### src/rtl/gtl_pkg.sv
// ----------------------------------------------------------------------------
// Greek to Latin transliterator package
// Shared types and byte codes for the ISO-8859-7 to Latin transliterator.
// ----------------------------------------------------------------------------
package gtl_pkg;

   localparam int unsigned MAX_RESULTS = 4;

   typedef enum logic [2:0] {
      PEND_NONE = 3'd0,
      PEND_M_UP = 3'd1,
      PEND_M_LO = 3'd2,
      PEND_N_UP = 3'd3,
      PEND_N_LO = 3'd4
   } gtl_pend_type;

   // Result bytes of one input item, first byte in the lowest slot.
   typedef struct packed {
      logic [MAX_RESULTS-1:0][7:0] data;
      logic [2:0]                  count;
   } gtl_result_type;

   localparam logic [7:0] CODE_M_UP     = 8'd204;
   localparam logic [7:0] CODE_N_UP     = 8'd205;
   localparam logic [7:0] CODE_M_LO     = 8'd236;
   localparam logic [7:0] CODE_N_LO     = 8'd237;
   localparam logic [7:0] CODE_PI_UP    = 8'd208;
   localparam logic [7:0] CODE_PI_LO    = 8'd240;
   localparam logic [7:0] CODE_TAU_UP   = 8'd212;
   localparam logic [7:0] CODE_TAU_LO   = 8'd244;
   localparam logic [7:0] CODE_XI_UP    = 8'd206;
   localparam logic [7:0] CODE_XI_LO    = 8'd238;
   localparam logic [7:0] CODE_PSI_UP   = 8'd216;
   localparam logic [7:0] CODE_PSI_LO   = 8'd248;
   localparam logic [7:0] CODE_DIA_IQ   = 8'd192;
   localparam logic [7:0] CODE_DIA_YQ   = 8'd224;
   localparam logic [7:0] CODE_DIA_IA   = 8'd250;
   localparam logic [7:0] CODE_DIA_YA   = 8'd251;

   localparam logic [7:0] CODE_ACC_A_UP = 8'd182;
   localparam logic [7:0] CODE_ACC_E_UP = 8'd184;
   localparam logic [7:0] CODE_ACC_H_UP = 8'd185;
   localparam logic [7:0] CODE_ACC_I_UP = 8'd186;
   localparam logic [7:0] CODE_ACC_O_UP = 8'd188;
   localparam logic [7:0] CODE_ACC_Y_UP = 8'd190;
   localparam logic [7:0] CODE_ACC_W_UP = 8'd191;
   localparam logic [7:0] CODE_ACC_A_LO = 8'd220;
   localparam logic [7:0] CODE_ACC_E_LO = 8'd221;
   localparam logic [7:0] CODE_ACC_H_LO = 8'd222;
   localparam logic [7:0] CODE_ACC_I_LO = 8'd223;
   localparam logic [7:0] CODE_ACC_O_LO = 8'd252;
   localparam logic [7:0] CODE_ACC_Y_LO = 8'd253;
   localparam logic [7:0] CODE_ACC_W_LO = 8'd254;

   localparam logic [7:0] CAP_FIRST     = 8'd193;
   localparam logic [7:0] CAP_LAST      = 8'd217;
   localparam logic [7:0] SMALL_FIRST   = 8'd225;
   localparam logic [7:0] SMALL_LAST    = 8'd249;

   localparam logic [7:0] CHAR_APOS     = 8'd39;
   localparam logic [7:0] CHAR_QUOTE    = 8'd34;

   // Plain letters; a zero entry means the byte passes through unchanged.
   localparam logic [7:0] CAP_MAP [25] = '{
      "A", "V", "G", "D", "E", "Z", "H", "8", "I", "K", "L", "M", "N", 8'd0,
      "O", "P", "R", 8'd0, "S", "T", "Y", "F", "X", 8'd0, "W"
   };
   localparam logic [7:0] SMALL_MAP [25] = '{
      "a", "v", "g", "d", "e", "z", "h", "8", "i", "k", "l", "m", "n", 8'd0,
      "o", "p", "r", 8'd0, "s", "t", "y", "f", "x", 8'd0, "w"
   };

endpackage

### src/rtl/gtl_decode.sv
// ----------------------------------------------------------------------------
// Greek to Latin transliterator decoder
// Maps one input byte and the held M/N letter to up to four result bytes.
// ----------------------------------------------------------------------------
module gtl_decode (
   input  logic                    clock,
   input  logic                    reset,
   input  logic                    accept,
   input  logic [7:0]              in_byte,
   input  logic                    end_mark,
   output gtl_pkg::gtl_result_type result
);
   import gtl_pkg::*;

   typedef struct packed {
      logic [2:0][7:0] data;
      logic [1:0]      count;
      gtl_pend_type    hold;
   } seg_type;

   function automatic seg_type handle_byte(input logic [7:0] b);
      seg_type    s;
      logic [7:0] ofs;
      s.data    = '0;
      s.data[0] = b;
      s.count   = 2'd1;
      s.hold    = PEND_NONE;
      ofs       = 8'd0;
      case (b)
         CODE_M_UP:   begin s.count = 2'd0; s.hold = PEND_M_UP; end
         CODE_M_LO:   begin s.count = 2'd0; s.hold = PEND_M_LO; end
         CODE_N_UP:   begin s.count = 2'd0; s.hold = PEND_N_UP; end
         CODE_N_LO:   begin s.count = 2'd0; s.hold = PEND_N_LO; end
         CODE_XI_UP:  begin s.data = {8'd0, "S", "K"}; s.count = 2'd2; end
         CODE_XI_LO:  begin s.data = {8'd0, "s", "k"}; s.count = 2'd2; end
         CODE_PSI_UP: begin s.data = {8'd0, "S", "P"}; s.count = 2'd2; end
         CODE_PSI_LO: begin s.data = {8'd0, "s", "p"}; s.count = 2'd2; end
         CODE_DIA_IQ: begin s.data = {CHAR_QUOTE, CHAR_APOS, "i"}; s.count = 2'd3; end
         CODE_DIA_YQ: begin s.data = {CHAR_QUOTE, CHAR_APOS, "y"}; s.count = 2'd3; end
         CODE_DIA_IA: begin s.data = {CHAR_APOS, CHAR_APOS, "i"}; s.count = 2'd3; end
         CODE_DIA_YA: begin s.data = {CHAR_APOS, CHAR_APOS, "y"}; s.count = 2'd3; end
         CODE_ACC_A_UP: begin s.data = {8'd0, "A", CHAR_APOS}; s.count = 2'd2; end
         CODE_ACC_E_UP: begin s.data = {8'd0, "E", CHAR_APOS}; s.count = 2'd2; end
         CODE_ACC_H_UP: begin s.data = {8'd0, "H", CHAR_APOS}; s.count = 2'd2; end
         CODE_ACC_I_UP: begin s.data = {8'd0, "I", CHAR_APOS}; s.count = 2'd2; end
         CODE_ACC_O_UP: begin s.data = {8'd0, "O", CHAR_APOS}; s.count = 2'd2; end
         CODE_ACC_Y_UP: begin s.data = {8'd0, "Y", CHAR_APOS}; s.count = 2'd2; end
         CODE_ACC_W_UP: begin s.data = {8'd0, "W", CHAR_APOS}; s.count = 2'd2; end
         CODE_ACC_A_LO: begin s.data = {8'd0, CHAR_APOS, "a"}; s.count = 2'd2; end
         CODE_ACC_E_LO: begin s.data = {8'd0, CHAR_APOS, "e"}; s.count = 2'd2; end
         CODE_ACC_H_LO: begin s.data = {8'd0, CHAR_APOS, "h"}; s.count = 2'd2; end
         CODE_ACC_I_LO: begin s.data = {8'd0, CHAR_APOS, "i"}; s.count = 2'd2; end
         CODE_ACC_O_LO: begin s.data = {8'd0, CHAR_APOS, "o"}; s.count = 2'd2; end
         CODE_ACC_Y_LO: begin s.data = {8'd0, CHAR_APOS, "y"}; s.count = 2'd2; end
         CODE_ACC_W_LO: begin s.data = {8'd0, CHAR_APOS, "w"}; s.count = 2'd2; end
         default: begin
            if (b >= CAP_FIRST && b <= CAP_LAST) begin
               ofs = b - CAP_FIRST;
               if (CAP_MAP[ofs[4:0]] != 8'd0) begin
                  s.data[0] = CAP_MAP[ofs[4:0]];
               end
            end else if (b >= SMALL_FIRST && b <= SMALL_LAST) begin
               ofs = b - SMALL_FIRST;
               if (SMALL_MAP[ofs[4:0]] != 8'd0) begin
                  s.data[0] = SMALL_MAP[ofs[4:0]];
               end
            end
         end
      endcase
      return s;
   endfunction

   gtl_pend_type pending_ff;
   gtl_pend_type pending_in;
   seg_type      seg;
   logic [7:0]   pend_char;
   logic         has_pend;
   logic         merge_m;
   logic         merge_n;

   always_comb begin
      seg       = handle_byte(in_byte);
      pend_char = 8'd0;
      has_pend  = 1'b1;
      case (pending_ff)
         PEND_M_UP: pend_char = "M";
         PEND_M_LO: pend_char = "m";
         PEND_N_UP: pend_char = "N";
         PEND_N_LO: pend_char = "n";
         default:   has_pend  = 1'b0;
      endcase
      merge_m = (pending_ff == PEND_M_UP || pending_ff == PEND_M_LO) &&
                (in_byte == CODE_PI_UP || in_byte == CODE_PI_LO);
      merge_n = (pending_ff == PEND_N_UP || pending_ff == PEND_N_LO) &&
                (in_byte == CODE_TAU_UP || in_byte == CODE_TAU_LO);

      result     = '0;
      pending_in = PEND_NONE;
      if (end_mark) begin
         if (has_pend) begin
            result.data[0] = pend_char;
            result.count   = 3'd1;
         end
      end else if (merge_m) begin
         result.data[0] = (pending_ff == PEND_M_UP) ? "B" : "b";
         result.count   = 3'd1;
      end else if (merge_n) begin
         result.data[0] = (pending_ff == PEND_N_UP) ? "D" : "d";
         result.count   = 3'd1;
      end else if (has_pend) begin
         result.data[0]   = pend_char;
         result.data[3:1] = seg.data;
         result.count     = 3'd1 + {1'b0, seg.count};
         pending_in       = seg.hold;
      end else begin
         result.data[2:0] = seg.data;
         result.count     = {1'b0, seg.count};
         pending_in       = seg.hold;
      end
   end

   always_ff @(posedge clock) begin
      if (reset) begin
         pending_ff <= PEND_NONE;
      end else if (accept) begin
         pending_ff <= pending_in;
      end
   end

endmodule

### src/rtl/gtl_serializer.sv
// ----------------------------------------------------------------------------
// Greek to Latin transliterator result serializer
// Holds the result bytes of one item and sends them one per transfer.
// ----------------------------------------------------------------------------
module gtl_serializer (
   input  logic                    clock,
   input  logic                    reset,
   input  logic                    load,
   input  gtl_pkg::gtl_result_type result,
   output logic                    can_load,
   output logic                    rsp_tvalid,
   input  logic                    rsp_tready,
   output logic [7:0]              rsp_tdata,  // out_byte
   output logic                    rsp_tlast   // last_of_run
);
   import gtl_pkg::*;

   logic [MAX_RESULTS-1:0][7:0] data_ff;
   logic [MAX_RESULTS-1:0][7:0] data_in;
   logic [2:0]                  cnt_ff;
   logic [2:0]                  cnt_in;
   logic                        fire;

   assign rsp_tvalid = (cnt_ff != 3'd0);
   assign rsp_tdata  = data_ff[0];
   assign rsp_tlast  = (cnt_ff == 3'd1);
   assign fire       = rsp_tvalid && rsp_tready;
   assign can_load   = (cnt_ff == 3'd0) || (fire && rsp_tlast);

   always_comb begin
      data_in = data_ff;
      cnt_in  = cnt_ff;
      if (load) begin
         data_in = result.data;
         cnt_in  = result.count;
      end else if (fire) begin
         data_in = {8'd0, data_ff[MAX_RESULTS-1:1]};
         cnt_in  = cnt_ff - 3'd1;
      end
   end

   always_ff @(posedge clock) begin
      data_ff <= data_in;
      if (reset) begin
         cnt_ff <= 3'd0;
      end else begin
         cnt_ff <= cnt_in;
      end
   end

   a_cnt_range: assert property (@(posedge clock) disable iff (reset)
      cnt_ff <= 3'd4)
      else $error("Result count exceeds four.");

   a_load_only_free: assert property (@(posedge clock) disable iff (reset)
      load |-> can_load)
      else $error("Result buffer loaded while still holding bytes.");

   a_stall_holds: assert property (@(posedge clock) disable iff (reset)
      (rsp_tvalid && !rsp_tready) |=> ($stable(cnt_ff) && $stable(rsp_tdata)))
      else $error("Pending result changed during a stall.");

   a_load_shows: assert property (@(posedge clock) disable iff (reset)
      (load && result.count != 3'd0) |=> (rsp_tvalid && rsp_tdata == $past(result.data[0])))
      else $error("Loaded result not presented on the next cycle.");

endmodule

### src/rtl/greek_to_latin_transliterator_unit.sv
// ----------------------------------------------------------------------------
// Greek to Latin transliterator
// Converts an ISO-8859-7 byte stream into Latin "greeklish" bytes.
// ----------------------------------------------------------------------------
// The req channel carries one ISO-8859-7 byte per transfer; req_tlast set
// marks the end of the stream and only flushes a held M/m/N/n letter.
// The rsp channel carries one Latin byte per transfer; rsp_tlast is set on
// the final byte that an input transfer produced.
// An input transfer produces zero to four result bytes. The first result
// byte is presented in the cycle after the input transfer. An item with
// n result bytes occupies the result buffer until all n are taken, and no
// new input is accepted meanwhile; a diaeresis code after a held letter
// gives the most, four bytes. Items with no result, such as a held letter,
// are accepted every cycle while the buffer is empty. The next input is
// accepted in the cycle the last buffered byte is taken.
// A stalled receiver holds the current byte and blocks further inputs once
// the buffer is full. Reset empties the buffer and clears the held letter.
// ----------------------------------------------------------------------------
module greek_to_latin_transliterator_unit (
   input  logic       clock,
   input  logic       reset,
   input  logic       req_tvalid,
   output logic       req_tready,
   input  logic [7:0] req_tdata,   // in_byte
   input  logic       req_tlast,   // end_mark
   output logic       rsp_tvalid,
   input  logic       rsp_tready,
   output logic [7:0] rsp_tdata,   // out_byte
   output logic       rsp_tlast    // last_of_run
);
   import gtl_pkg::*;

   gtl_result_type result;
   logic           can_load;
   logic           accept;

   assign req_tready = can_load;
   assign accept     = req_tvalid && can_load;

   gtl_decode u_decode (
      .clock    (clock),
      .reset    (reset),
      .accept   (accept),
      .in_byte  (req_tdata),
      .end_mark (req_tlast),
      .result   (result)
   );

   gtl_serializer u_serializer (
      .clock      (clock),
      .reset      (reset),
      .load       (accept),
      .result     (result),
      .can_load   (can_load),
      .rsp_tvalid (rsp_tvalid),
      .rsp_tready (rsp_tready),
      .rsp_tdata  (rsp_tdata),
      .rsp_tlast  (rsp_tlast)
   );

endmodule

### config.mk
export PLATFORM = sky130hd
export DESIGN_NAME = greek_to_latin_transliterator_unit
export DESIGN_NICKNAME = d
export VERILOG_FILES = /design/src/rtl/gtl_pkg.sv /design/src/rtl/gtl_decode.sv /design/src/rtl/gtl_serializer.sv /design/src/rtl/greek_to_latin_transliterator_unit.sv
export SDC_FILE = /design/constraint.sdc
export NUM_CORES = 1
export LEC_CHECK = 0
export BUFFER_PORTS_ARGS = -buffer_cell sky130_fd_sc_hd__buf_4
export CELL_PAD_IN_SITES_DETAIL_PLACEMENT = 1
export CELL_PAD_IN_SITES_GLOBAL_PLACEMENT = 1
export CORE_ASPECT_RATIO = 0.9
export CORE_MARGIN = 2
export CORE_UTILIZATION = 40
export CTS_BUF_LIST = sky130_fd_sc_hd__clkbuf_8
export CTS_CLUSTER_DIAMETER = 40
export DETAILED_ROUTE_END_ITERATION = 10
export PLACE_DENSITY_LB_ADDON = 0.15
export SYNTH_ARGS = -nofsm -noshare
export SYNTH_HDL_FRONTEND = slang
export SYNTH_HIERARCHICAL = 1
export SYNTH_SLANG_ARGS = --single-unit
### constraint.sdc
create_clock -name clock -period 3.8 [get_ports clock]
set_input_delay 0.19 -clock clock [delete_from_list [all_inputs] [get_ports clock]]
set_output_delay 0.19 -clock clock [all_outputs]
set_load 0.02 [all_outputs]
==> out/metrics.csv <==
stage,metric,value,unit
synth,async_reset_ff_share,0,%
global_route,grt_max_degree,47,
outcome,status,completed,
synth,synth_largest_area_cell,sky130_fd_sc_hd__edfxtp_1,
cells_and_area,syn_to_final_growth,6.21,%
synth,synth-edff-count,32,
floorplanning,die_height,87.8,µm
timing,fmax,407,MHz
floorplanning,design.die.area,8530,µm²
floorplanning,io_pins,24,
global_route,groute.usage.overall,19.9,%
global_route,grt_overflow_total,0,
setup_path,crit_fanout,46,
setup_path,critical-path-max-stage-delay,0.67,ns
placed_design,portBuffers,23,
drt,detail_route.iter0.violations,151,
synth,synth_area_leaders,"sky130_fd_sc_hd__edfxtp_1 (31%), sky130_fd_sc_hd__mux2_2 (8.7%), sky130_fd_sc_hd__a21oi_1 (4.2%), sky130_fd_sc_hd__dfxtp_1 (3.8%), sky130_fd_sc_hd__buf_4 (3.8%)",
global_route,grt_first_pass_wirelength,13500,µm
synth,synth_cell_type_count,80,
drt,wl,8300,µm
timing,setup_viol_count_final,0,
floorplanning,die_width,97.1,µm
drt,post_drt_via_cell_ratio,5.97,
timing,clock-skew-final,0.00760,ns
setup_path,worst_path_most_repeated_cell,sky130_fd_sc_hd__nand2_1,
worst_hold_path,min-delay-path-class,input port to flop,
floorplanning,floorplan.initialDensity,41.4,%
timing,grt_setup_unrepaired,false,
synth,synth.yosys.warnings,6,
synth,yosys_most_used_dff,sky130_fd_sc_hd__edfxtp_1,
synth,share_of_the_synthesized_area_in_the_top_cell_type,30.8,%
drt,routed-via-count,2574,
clocking,cts.sinks,38,
power_and_ir_drop,power_density_over_cell_area,566,nW/µm²
clocking,cts_repair_resize_count,0,
timing,period_share,64.7,%
placed_design,place_congestion,0.887,
setup_path,start_kind,flop,
timing,finalHoldViolations,0,
cells_and_area,final_layout_size_suffix_gt1_share,24.2,%
clocking,hold_buffer_count_at_cts,0,
synth,post_synth_inst_count,340,
global_route,grt_pass1_vias,2500,
timing,totalNegativeSetupSlack,0,ns
timing,slew_violations,0,
timing,final.min_clock_period,2.46,ns
power_and_ir_drop,total_leakage_power,0.00121,µW
timing,final_critical_path_setup_slack,1.34,ns
cells_and_area,design.final.nets,351,
setup_path,timing.critical_path.cells,inv_1 > ha_1 > and2b_2 > nand2_1 > nand2_1 > and2_1 > buf_4 > a21o_2,
setup_path,timing.critical_path.to_type,flop,
setup_path,cp.required,3.71,ns
setup_path,timing.critical_path.arrival,2.37,ns
placed_design,post-dp-hpwl,5840,µm
clocking,clk_latency,0.29,ns
synth,postSynthRegisterBits,38,
floorplanning,std_cell_rows,30,
placed_design,place_ws,1.14,ns
clocking,cts_setup_buffers,0,
clocking,cts.path.max_buffers,2,
clocking,cts-htree-levels,2,
drt,drcViolationCount,0,
drt,drt.antenna.violating_nets,0,
setup_path,timing_worst_setup_path_type,flop to flop,
job,maxCapViolCount,0,
synth,synthesis.area_per_instance,9.18,µm²
power_and_ir_drop,vdd_ir_drop_max,0.271,mV
clocking,cts_tree,yes,
synth,netlist_area,3120,µm²
cells_and_area,insertedDiodeCount,0,
timing,worstMarginPinSlew,0.760,ns
synth,ys_seq_area_share,34.6,%
global_route,grt_antenna_before_repair,0,
setup_path,critical-path-slowest-cell,sky130_fd_sc_hd__a21o_2,
drt,first_pass_iters,4,
drt,drt-wirelength-per-cell,19.3,µm
clocking,clk_root_buffer_cell,sky130_fd_sc_hd__clkbuf_8,
floorplanning,core_area,7540,µm²
timing,timing.max_slew.rel_slack,49.3,%
clocking,cts_buffers,5,
clocking,clock_slew_at_reported_path_ffs,0.08,ns
stage by stage:
| step | total power, µW | hold WS, ns | util, % | instance area, µm² | instances |
|---|---|---|---|---|---|
| final | 1880 | 0.137 | 43.9 | 3320 | 431 |
| after global routing | 1980 | 0.140 | 43.9 | 3320 | 431 |
| after CTS | 1890 | 0.135 | 43.9 | 3320 | 431 |
| after detailed placement | 1490 | 0.444 | 42.2 | 3180 | 423 |
| after global placement | 1470 | 0.440 | 42.2 | 3180 | 423 |
| after floorplan | 1330 | 0.259 | - | 3140 | 344 |
final cells by class:
class / instances / area [µm²]
inverter: 9 / 33.8
clock inverter: 3 / 63.8
fill: 909 / 4230
timing repair buffer: 25 / 188
sequential: 38 / 1080
multi-input combinational: 255 / 1760
tap: 96 / 120
clock buffer: 5 / 68.8
power breakdown:
| group | switching [µW] | internal (µW) |
|---|---|---|
| clock | 143 | 260 |
| combinational | 403 | 298 |
| sequential | 62.4 | 711 |
| total | 608 | 1270 |
path summary, 6_finish.rpt:
check | start | to | slack [ns] | depth (start not counted)
setup / recovery | u_serializer/cnt_ff[1] | u_serializer/data_ff[12] | 1.34 | 8
hold / removal | reset | u_decode/pending_ff[0] | 0.14 | 2
setup reg to reg | u_serializer/cnt_ff[1] | u_serializer/data_ff[12] | 1.34 | 8
hold reg to reg | u_serializer/cnt_ff[1] | u_serializer/cnt_ff[1] | 0.54 | 2
cell usage after synthesis (5+ instances only):
cell                       instances
sky130_fd_sc_hd__nand2_1          22
sky130_fd_sc_hd__edfxtp_1         32
sky130_fd_sc_hd__nor2_1           28
sky130_fd_sc_hd__nor3_1            8
sky130_fd_sc_hd__buf_4            16
sky130_fd_sc_hd__and2_1           12
sky130_fd_sc_hd__inv_1             8
sky130_fd_sc_hd__o22ai_1           6
sky130_fd_sc_hd__o21ai_0          19
sky130_fd_sc_hd__nor2b_1           6
sky130_fd_sc_hd__a21oi_1          26
sky130_fd_sc_hd__mux2_2           24
sky130_fd_sc_hd__clkbuf_1         10
sky130_fd_sc_hd__nand3_1           5
sky130_fd_sc_hd__nand2b_1          7
sky130_fd_sc_hd__buf_2            11
sky130_fd_sc_hd__dfxtp_1           6
critical path, delay by kind of cell, from the launching register on:
kind            cells  cell delay [ns]
flops               1             0.32
fa+ha+maj           1             0.15
buf+inv             2             0.52
simple gates        4             0.40
compound gates      1             0.67
layer usage:
layer | GRT usage (%) | wire length (µm) | vias up
met1 | 28.8 | 4070 | 1285
li1 | - | - | 1222
met5 | 0 | 0 | -
met3 | 3.35 | 349 | 8
met2 | 32.1 | 3800 | 59
met4 | 3.46 | 87 | 0
logic make-up after synthesis:
kind of cell | count (synthesis) | share of synthesized area [%]
AND/OR/NAND/NOR | 120 | 21.8
AO/OA/AOI/OAI | 96 | 22.0
buffers and inverters | 51 | 9.46
flip-flops | 38 | 34.6
multiplexers | 25 | 8.98
XOR/XNOR | 5 | 1.40
adder cells (fa/ha/maj) | 4 | 1.60
other | 1 | 0.120
flip-flops by register name, summed over array words and instances (netlist names):
register	cells
u_serializer/cnt_ff	3
u_serializer/rsp_tdata	8
u_decode/pending_ff	3
u_serializer/data_ff	24
cells in the final DEF, fill, tap and decap left out, types with 3 or more instances in the layout:
cell,instances
sky130_fd_sc_hd__nand4_1,4
sky130_fd_sc_hd__dfxtp_1,6
sky130_fd_sc_hd__nor3_1,8
sky130_fd_sc_hd__nand4b_1,3
sky130_fd_sc_hd__o21ai_0,19
sky130_fd_sc_hd__nand3_1,5
sky130_fd_sc_hd__and3_1,4
sky130_fd_sc_hd__xnor2_1,3
sky130_fd_sc_hd__o22ai_1,6
sky130_fd_sc_hd__nor2_1,28
sky130_fd_sc_hd__conb_1,5
sky130_fd_sc_hd__and2_1,12
sky130_fd_sc_hd__ha_1,4
sky130_fd_sc_hd__o32ai_1,4
sky130_fd_sc_hd__edfxtp_1,32
sky130_fd_sc_hd__a211oi_1,3
sky130_fd_sc_hd__buf_4,25
sky130_fd_sc_hd__clkbuf_8,5
sky130_fd_sc_hd__inv_1,8
sky130_fd_sc_hd__nand2_1,22
sky130_fd_sc_hd__nand2b_1,7
sky130_fd_sc_hd__mux2_2,24
sky130_fd_sc_hd__nor2b_1,6
sky130_fd_sc_hd__a21oi_1,26
Note: power is estimated with default switching activity, not from simulation.
